## src/hdl/slk_pkg.sv

```systemverilog
`default_nettype none
package slk_pkg;

	localparam int CAPACITY  = 16;
	localparam int KEY_WIDTH = 32;
	localparam int COUNT_W   = 5;
	localparam int ADDR_W    = $clog2(CAPACITY);

	typedef struct packed {
		logic                        action;
		logic signed [KEY_WIDTH-1:0] key;
	} req_t;

	typedef struct packed {
		logic               ok;
		logic [COUNT_W-1:0] count;
	} rsp_t;

	localparam logic ACT_INSERT = 1'b0;
	localparam logic ACT_REMOVE = 1'b1;

	typedef enum logic [3:0] {
		ST_IDLE,
		ST_INS_RD,
		ST_INS_CMP,
		ST_INS_PUT,
		ST_RM_RD,
		ST_RM_CMP,
		ST_SH_RD,
		ST_SH_WR,
		ST_DEL,
		ST_FIN
	} state_t;

	typedef enum logic [1:0] {
		RA_PREV,
		RA_CUR,
		RA_NEXT
	} rd_sel_t;

	typedef enum logic {
		WR_RDATA,
		WR_KEY
	} wr_src_t;

	typedef struct packed {
		logic    load;
		logic    idx_inc;
		logic    idx_dec;
		rd_sel_t rd_sel;
		logic    wr_en;
		wr_src_t wr_src;
		logic    cnt_inc;
		logic    cnt_dec;
		logic    ok_set;
		logic    out_load;
	} cmd_t;

	typedef struct packed {
		logic full;
		logic empty;
		logic gt;
		logic eq;
		logic idx_one;
		logic last;
		logic last2;
		logic out_free;
	} sts_t;

endpackage
`default_nettype wire

```

## src/hdl/slk_dp.sv

```systemverilog
`default_nettype none
module slk_dp (
	input  wire logic          clk,
	input  wire logic          arst_n,
	input  wire slk_pkg::req_t req,
	input  wire slk_pkg::cmd_t cmd,
	output slk_pkg::sts_t      sts,
	output logic               rsp_valid,
	input  wire logic          rsp_ready,
	output slk_pkg::rsp_t      rsp
);

	logic signed [slk_pkg::KEY_WIDTH-1:0] mem [slk_pkg::CAPACITY];

	logic signed [slk_pkg::KEY_WIDTH-1:0] key_q;
	logic signed [slk_pkg::KEY_WIDTH-1:0] rdata_q;
	logic [slk_pkg::COUNT_W-1:0]          idx_q;
	logic [slk_pkg::COUNT_W-1:0]          count_q;
	logic                                 ok_q;
	logic                                 rsp_valid_q;
	slk_pkg::rsp_t                        rsp_q;

	logic [slk_pkg::COUNT_W-1:0]          rd_idx;
	logic [slk_pkg::ADDR_W-1:0]           raddr;
	logic [slk_pkg::ADDR_W-1:0]           waddr;
	logic signed [slk_pkg::KEY_WIDTH-1:0] wdata;

	always_comb begin
		case (cmd.rd_sel)
			slk_pkg::RA_PREV: rd_idx = idx_q - slk_pkg::COUNT_W'(1);
			slk_pkg::RA_CUR:  rd_idx = idx_q;
			slk_pkg::RA_NEXT: rd_idx = idx_q + slk_pkg::COUNT_W'(1);
			default:          rd_idx = idx_q;
		endcase
	end

	assign raddr = rd_idx[slk_pkg::ADDR_W-1:0];
	assign waddr = idx_q[slk_pkg::ADDR_W-1:0];
	assign wdata = (cmd.wr_src == slk_pkg::WR_KEY) ? key_q : rdata_q;

	// single-port style array: one write, one registered read per cycle
	always_ff @(posedge clk) begin
		if (cmd.wr_en) begin
			mem[waddr] <= wdata;
		end
		rdata_q <= mem[raddr];
	end

	always_ff @(posedge clk) begin
		if (cmd.load) begin
			key_q <= req.key;
		end
	end

	always_ff @(posedge clk or negedge arst_n) begin
		if (!arst_n) begin
			idx_q       <= '0;
			count_q     <= '0;
			ok_q        <= 1'b0;
			rsp_valid_q <= 1'b0;
		end else begin
			if (cmd.load) begin
				// insert scans down from the top, remove scans up from the bottom
				idx_q <= (req.action == slk_pkg::ACT_REMOVE) ? '0 : count_q;
				ok_q  <= 1'b0;
			end else begin
				if (cmd.idx_inc) idx_q <= idx_q + slk_pkg::COUNT_W'(1);
				if (cmd.idx_dec) idx_q <= idx_q - slk_pkg::COUNT_W'(1);
				if (cmd.ok_set)  ok_q  <= 1'b1;
			end
			if (cmd.cnt_inc) count_q <= count_q + slk_pkg::COUNT_W'(1);
			if (cmd.cnt_dec) count_q <= count_q - slk_pkg::COUNT_W'(1);
			if (cmd.out_load) begin
				rsp_valid_q <= 1'b1;
			end else if (rsp_ready) begin
				rsp_valid_q <= 1'b0;
			end
		end
	end

	always_ff @(posedge clk) begin
		if (cmd.out_load) begin
			rsp_q.ok    <= ok_q;
			rsp_q.count <= count_q;
		end
	end

	assign sts.full     = (count_q == slk_pkg::COUNT_W'(slk_pkg::CAPACITY));
	assign sts.empty    = (count_q == '0);
	assign sts.gt       = (rdata_q > key_q);
	assign sts.eq       = (rdata_q == key_q);
	assign sts.idx_one  = (idx_q == slk_pkg::COUNT_W'(1));
	assign sts.last     = ((idx_q + slk_pkg::COUNT_W'(1)) == count_q);
	assign sts.last2    = ((idx_q + slk_pkg::COUNT_W'(2)) == count_q);
	assign sts.out_free = !rsp_valid_q || rsp_ready;

	assign rsp_valid = rsp_valid_q;
	assign rsp       = rsp_q;

	a_count_range: assert property (@(posedge clk) disable iff (!arst_n)
		count_q <= slk_pkg::COUNT_W'(slk_pkg::CAPACITY))
		else $error("entry count above capacity");

	a_inc_step: assert property (@(posedge clk) disable iff (!arst_n)
		cmd.cnt_inc |=> count_q == $past(count_q) + slk_pkg::COUNT_W'(1))
		else $error("count did not step on insert");

	a_inc_room: assert property (@(posedge clk) disable iff (!arst_n)
		cmd.cnt_inc |-> !sts.full && cmd.wr_en && cmd.wr_src == slk_pkg::WR_KEY)
		else $error("insert commit without room or key write");

endmodule
`default_nettype wire

```

## src/hdl/slk_ctrl.sv

```systemverilog
`default_nettype none
module slk_ctrl (
	input  wire logic          clk,
	input  wire logic          arst_n,
	input  wire logic          req_valid,
	output logic               req_ready,
	input  wire logic          req_action,
	input  wire slk_pkg::sts_t sts,
	output slk_pkg::cmd_t      cmd
);

	slk_pkg::state_t state_q;
	slk_pkg::state_t state_d;
	logic            accept;

	assign req_ready = (state_q == slk_pkg::ST_IDLE);
	assign accept    = req_valid && req_ready;

	always_ff @(posedge clk or negedge arst_n) begin
		if (!arst_n) begin
			state_q <= slk_pkg::ST_IDLE;
		end else begin
			state_q <= state_d;
		end
	end

	always_comb begin
		state_d = state_q;
		case (state_q)
			slk_pkg::ST_IDLE: begin
				if (accept) begin
					if (req_action == slk_pkg::ACT_REMOVE) begin
						state_d = sts.empty ? slk_pkg::ST_FIN : slk_pkg::ST_RM_RD;
					end else if (sts.full) begin
						state_d = slk_pkg::ST_FIN;
					end else begin
						state_d = sts.empty ? slk_pkg::ST_INS_PUT : slk_pkg::ST_INS_RD;
					end
				end
			end
			slk_pkg::ST_INS_RD:  state_d = slk_pkg::ST_INS_CMP;
			slk_pkg::ST_INS_CMP: begin
				if (sts.gt && !sts.idx_one) begin
					state_d = slk_pkg::ST_INS_RD;
				end else begin
					state_d = slk_pkg::ST_INS_PUT;
				end
			end
			slk_pkg::ST_INS_PUT: state_d = slk_pkg::ST_FIN;
			slk_pkg::ST_RM_RD:   state_d = slk_pkg::ST_RM_CMP;
			slk_pkg::ST_RM_CMP: begin
				if (sts.eq) begin
					state_d = sts.last ? slk_pkg::ST_DEL : slk_pkg::ST_SH_RD;
				end else begin
					state_d = sts.last ? slk_pkg::ST_FIN : slk_pkg::ST_RM_RD;
				end
			end
			slk_pkg::ST_SH_RD:   state_d = slk_pkg::ST_SH_WR;
			slk_pkg::ST_SH_WR:   state_d = sts.last2 ? slk_pkg::ST_DEL : slk_pkg::ST_SH_RD;
			slk_pkg::ST_DEL:     state_d = slk_pkg::ST_FIN;
			slk_pkg::ST_FIN: begin
				if (sts.out_free) state_d = slk_pkg::ST_IDLE;
			end
			default:             state_d = slk_pkg::ST_IDLE;
		endcase
	end

	always_comb begin
		cmd        = '0;
		cmd.rd_sel = slk_pkg::RA_CUR;
		cmd.wr_src = slk_pkg::WR_RDATA;
		case (state_q)
			slk_pkg::ST_IDLE:    cmd.load = accept;
			slk_pkg::ST_INS_RD:  cmd.rd_sel = slk_pkg::RA_PREV;
			slk_pkg::ST_INS_CMP: begin
				// larger neighbor moves up one slot
				if (sts.gt) begin
					cmd.wr_en   = 1'b1;
					cmd.idx_dec = 1'b1;
				end
			end
			slk_pkg::ST_INS_PUT: begin
				cmd.wr_en   = 1'b1;
				cmd.wr_src  = slk_pkg::WR_KEY;
				cmd.cnt_inc = 1'b1;
				cmd.ok_set  = 1'b1;
			end
			slk_pkg::ST_RM_RD:   cmd.rd_sel = slk_pkg::RA_CUR;
			slk_pkg::ST_RM_CMP:  cmd.idx_inc = !sts.eq;
			slk_pkg::ST_SH_RD:   cmd.rd_sel = slk_pkg::RA_NEXT;
			slk_pkg::ST_SH_WR: begin
				cmd.wr_en   = 1'b1;
				cmd.idx_inc = 1'b1;
			end
			slk_pkg::ST_DEL: begin
				cmd.cnt_dec = 1'b1;
				cmd.ok_set  = 1'b1;
			end
			slk_pkg::ST_FIN:     cmd.out_load = sts.out_free;
			default: begin
				cmd.load = 1'b0;
			end
		endcase
	end

	a_ready_idle: assert property (@(posedge clk) disable iff (!arst_n)
		accept |=> state_q != slk_pkg::ST_IDLE)
		else $error("accepted beat left controller idle");

endmodule
`default_nettype wire

```

## src/hdl/sorted_key_list_top.sv

```systemverilog
`default_nettype none
// Sorted key list: holds up to 16 signed 32-bit keys in ascending order in an
// array with a registered read. A req beat with action 0 inserts its key after
// any equal keys; action 1 removes the first equal key. Each beat yields one
// rsp beat with ok and the count held afterwards. Every entry visited costs a
// read step, then a compare-and-move step. An insert visits entries from the
// top down, moving each one greater than the key up one slot, then writes the
// key; a remove reads entries from the bottom until it finds its key, then
// shifts every entry above it down one slot, or on a miss reads every entry
// held. The longest operation is a remove from a full list; a full-list insert
// or an empty-list remove goes straight to loading the rsp beat. After loading
// the rsp beat the controller returns to idle, ready for the next req beat.
// A new req beat is taken while the previous rsp beat still waits, but the
// next rsp beat is held back until that one is taken.
module sorted_key_list_top (
	input  wire logic          clk,
	input  wire logic          arst_n,
	input  wire logic          req_valid,
	output logic               req_ready,
	input  wire slk_pkg::req_t req,
	output logic               rsp_valid,
	input  wire logic          rsp_ready,
	output slk_pkg::rsp_t      rsp
);

	slk_pkg::cmd_t cmd;
	slk_pkg::sts_t sts;

	slk_ctrl u_ctrl (
		.clk        (clk),
		.arst_n     (arst_n),
		.req_valid  (req_valid),
		.req_ready  (req_ready),
		.req_action (req.action),
		.sts        (sts),
		.cmd        (cmd)
	);

	slk_dp u_dp (
		.clk       (clk),
		.arst_n    (arst_n),
		.req       (req),
		.cmd       (cmd),
		.sts       (sts),
		.rsp_valid (rsp_valid),
		.rsp_ready (rsp_ready),
		.rsp       (rsp)
	);

endmodule
`default_nettype wire
```

## config.mk

```make
export PLATFORM = sky130hd
export DESIGN_NAME = sorted_key_list_top
export DESIGN_NICKNAME = d
export VERILOG_FILES = /design/src/hdl/slk_pkg.sv /design/src/hdl/slk_dp.sv /design/src/hdl/slk_ctrl.sv /design/src/hdl/sorted_key_list_top.sv
export SDC_FILE = /design/constraint.sdc
export NUM_CORES = 1
export LEC_CHECK = 0
export BUFFER_PORTS_ARGS = -buffer_cell sky130_fd_sc_hd__clkbuf_2
export CORE_UTILIZATION = 55
export CTS_CLUSTER_DIAMETER = 100
export DETAILED_ROUTE_END_ITERATION = 10
export PLACE_DENSITY_LB_ADDON = 0.3
export RECOVER_POWER = 100
export SKIP_LAST_GASP = 1
export SLEW_MARGIN = 20
export SYNTH_ARGS = -nofsm -noshare
export SYNTH_HDL_FRONTEND = slang
export SYNTH_SLANG_ARGS = --single-unit
```

## constraint.sdc

```tcl
create_clock -name clk -period 9 [get_ports clk]
set_input_delay 1.8 -clock clk [delete_from_list [all_inputs] [get_ports clk]]
set_output_delay 1.8 -clock clk [all_outputs]
set_load 0.005 [all_outputs]
```

==> summary.md <==
| Metric | Value |
|---|---|
| Result of the run | `finished, violations left` |
| Violated checks | `capacitance limit, slew limit` |
| Post-synthesis async set-or-reset flop share | `0.0268` |
| Setup-violating endpoint count in the final report | `0` |
| Die area | `44,000 sq um` |
| Wire length of the first global-routing pass | `71,400 um` |
| Master of the slowest instance on the critical path | `sky130_fd_sc_hd__clkbuf_1` |
| Pre-CTS setup slack | `4.78 ns` |
| Worst reg-to-reg setup slack | `3.21 ns` |
| Area Overhead vs Synth | `11.6%` |
| Post-cts repair resize count | `0` |
| Post-CTS repair timing setup buffer count | `0` |
| Met1 track demand over resource in global routing | `0.323` |
| Dominant cells by area after synthesis | `sky130_fd_sc_hd__edfxtp_1 70%, sky130_fd_sc_hd__mux4_2 15%, sky130_fd_sc_hd__dfxtp_1 2.7%` |
| Transition time of the tightest slew-check pin | `2.88 ns` |
| Worst reg2reg startpoint | `u_dp.key_q[17]` |
| Min-Delay Endpoint | `u_dp.rsp[5]` |
| Tightest slew margin relative to the limit | `-0.917` |
| Sum of overflow across all layers after global routing | `0` |
| Peak-usage layer in the global routing report | `met2` |
| Source-to-sink clock delay at the later pin of the worst-skew pair | `0.63 ns` |
| Max-slew violations | `609` |
| Largest incremental delay on the critical path | `1.27 ns` |
| Remaining DRCs | `0` |
| Final ANT Viol Nets | `0` |
| RSZ-0062 raised after global routing | `no` |
| Synthesized area | `23,700 sq um` |
| Die Wd | `210 um` |
| Depth of the most critical reg-to-reg path | `11` |
| Most used flip-flop cell after synthesis | `sky130_fd_sc_hd__edfxtp_1` |
| Vias per cell | `6.28` |
| Initial antenna violation count | `0` |
| Required time of the critical path | `9.21 ns` |
| Clock transition at path regs | `0.06 ns` |
| Fin crit share | `0.643` |
| CTS Buffer Depth | `3` |
| Sum of routed wire length over all layers | `47,600 um` |
| Fin util | `0.628` |
| Starting DRT DRC Count | `1,201` |
| Placer Congestion | `0.807` |
| Sequential fraction of the synthesis area | `0.739` |
| Diodes inserted | `0` |
| CTS sink cnt | `598` |
| Yosys cell types | `58` |
| Maximum operating frequency | `0.173 GHz` |
| Power per unit of standard cell area | `404 nW/um^2` |
| Leak | `8.80 nW` |
| Number of storage elements in the synthesis netlist | `598` |
| Number of optimization iterations in the first detailed-route pass | `5` |
| Final total negative setup slack | `0 ns` |
| Max IR drop VDD | `740 uV` |
| Clock skew after layout | `0.0342 ns` |
| Fraction of layout instances using a drive strength above 1 | `0.239` |
| Proportion of netlist area held by the largest area contributor | `0.695` |
| Minimum period implied by the final worst setup slack | `5.79 ns` |
| Overall Global Routing Usage | `0.222` |
| Global-route track usage on met2 | `0.353` |
| Count of final hold-check violations | `0` |
| H-tree depth | `2` |
| Boundary Pins | `45` |
| Worst EP arrival | `6.00 ns` |
| Largest net degree at the start of global routing | `123` |
| Filler instances | `2,798` |
| Cells after DPL | `1,676` |
| Warnings, synthesis | `0` |
| TritonCTS clock tree | `built` |
| Vias in the first global route | `11,400` |
| Type of the setup path with the least slack | `reg -> reg` |
| Met3 usage in global routing | `0.0317` |
| Area of the placeable core | `42,200 sq um` |
| Final routed wire length divided by cell count | `26.7 um` |
| Mean post-synth cell area | `21.0 sq um` |
| Top cells by count, synth | `550 x sky130_fd_sc_hd__edfxtp_1, 160 x sky130_fd_sc_hd__mux4_2, 43 x sky130_fd_sc_hd__ha_1, 43 x sky130_fd_sc_hd__inv_1, 33 x sky130_fd_sc_hd__mux2_2` |
| CTS Root Cell | `sky130_fd_sc_hd__clkbuf_16` |
| Setup crit end kind | `flip-flop` |
| Starting utilization of the core area | `0.562` |
| Final hold slack | `0.455 ns` |
| Synthesized instance count | `1,133` |
| Path class of the lowest-slack min-delay path | `reg -> reg` |
| Detailed-route via count | `11,200` |
| Reported max-cap violation count | `19` |
| Number of CTS-inserted buffers | `58` |
| Number of instances on the worst hold path | `0` |
| Least setup slack across all paths after layout | `3.21 ns` |
| Number of core rows | `75` |
| Critical Path Source Type | `flip-flop` |
| Count of input and output buffers | `44` |
| Number of standard cells in the layout, taps in and fillers out | `1,786` |
| Worst hold path startpoint | `u_dp.ok_q` |
| Net count after synthesis | `1,214` |
| Cells along the critical path | `inv_1, ha_1, a21oi_1, o21ai_0, a221oi_1, o211ai_1, or4_1, nand2_1, a21o_1, nor2b_1, clkbuf_1` |
| Hold Buf Count CTS | `0` |
| Detailed-placement wirelength estimate | `25,300 um` |
| Largest fanout of any net on the critical path | `20` |
| Post-synth EDFFs | `550` |
| Cell type with the largest total area after synthesis | `sky130_fd_sc_hd__edfxtp_1` |
| Library cell with the highest instance count after synthesis | `sky130_fd_sc_hd__edfxtp_1` |
| Y dimension of the die | `210 um` |
| Net count reported at finish | `1,279` |
| Terminus of the critical flop-to-flop path | `u_dp.mem[15][3]` |
[layout make-up]
cell class,instances,area [sq um],share of cell area
repair buffers,54,304,0.0115
inverters,44,165,0.00623
multi-input cells,442,5840,0.220
clock buffers,76,1620,0.0611
flip-flops and latches,598,17600,0.662
well taps,539,674,0.0254
clock inverters,33,350,0.0132
[how the worst max path moves through the flow]
stage,cells after the start,slack (ns),end,startpoint
floorplan,11,4.76,u_dp.mem[15][0],u_dp.key_q[1]
finish,11,3.21,u_dp.mem[15][3],u_dp.key_q[17]
global placement,10,3.94,u_dp.mem[13][14],u_dp.key_q[31]
CTS,10,4.66,u_dp.mem[13][27],u_dp.key_q[17]
global route,11,2.87,u_dp.mem[15][1],u_dp.key_q[22]
detailed placement,10,4.78,u_dp.mem[13][14],u_dp.key_q[17]
[kinds of logic (layout without fill, tap and decap cells)]
kind of cell | after synthesis | in the layout | synth area share
flops | 598 | 598 | 0.739
mux | 195 | 195 | 0.168
simple gates | 111 | 111 | 0.0256
buf+inv | 93 | 207 | 0.0162
compound gates | 72 | 72 | 0.0198
fa+ha+maj | 44 | 44 | 0.0235
xor+xnor | 20 | 20 | 0.00738
[sequential cells by signal, indices dropped and copies added, names as in the netlist]
| signal | flops |
|---|---|
| u_ctrl.state_q | 4 |
| u_dp.count_q | 5 |
| u_dp.idx_q | 5 |
| u_dp.key_q | 32 |
| u_dp.mem | 512 |
| u_dp.ok_q | 1 |
| u_dp.rdata_q | 32 |
| u_dp.rsp | 6 |
| u_dp.rsp_valid | 1 |
[power by group]
group          internal (mW)  switching, mW
sequential              3.79          0.179
combinational           2.07           2.21
clock                   1.42           1.04
total                   7.28           3.43
[layer usage]
metal / part of all wire / wire length (um)
met3: 0.061 / 2910
met4: 0.023 / 1110
met1: 0.43 / 20400
met5: 0 / 0
met2: 0.49 / 23200
[through the flow]
step | power (mW) | area (sq um)
floorplan | 7.26 | 23700
global placement | 8.27 | 24600
detailed placement | 8.35 | 24600
CTS | 10.8 | 26600
global route | 11.2 | 26500
finish | 10.7 | 26500
[layout by cell type, fill, tap and decap left out, types with 8 or more instances in the layout]
master and n:
sky130_fd_sc_hd__a21oi_1 22, sky130_fd_sc_hd__edfxtp_1 550, sky130_fd_sc_hd__mux2_1 31, sky130_fd_sc_hd__nand3_1 9, sky130_fd_sc_hd__ha_1 43, sky130_fd_sc_hd__inv_1 44, sky130_fd_sc_hd__mux4_2 160, sky130_fd_sc_hd__nand2_1 17
sky130_fd_sc_hd__clkinv_2 15, sky130_fd_sc_hd__nor3_1 8, sky130_fd_sc_hd__xnor2_1 14, sky130_fd_sc_hd__clkbuf_2 27, sky130_fd_sc_hd__clkbuf_8 8, sky130_fd_sc_hd__clkbuf_16 59, sky130_fd_sc_hd__dfrtp_1 16, sky130_fd_sc_hd__nor2_1 20
sky130_fd_sc_hd__clkbuf_1 30, sky130_fd_sc_hd__dfxtp_1 32, sky130_fd_sc_hd__o21ai_0 12, sky130_fd_sc_hd__and3_1 17
[critical path: cells and delay by family (launching register included)]
family	cells	cell delay [ns]
flip-flops	1	0.40
buffers and inverters	2	1.35
adder cells (fa/ha/maj)	1	0.25
AO/OA/AOI/OAI	5	1.40
AND/OR/NAND/NOR	3	1.96
No activity file was read; power rests on OpenSTA's default activity.
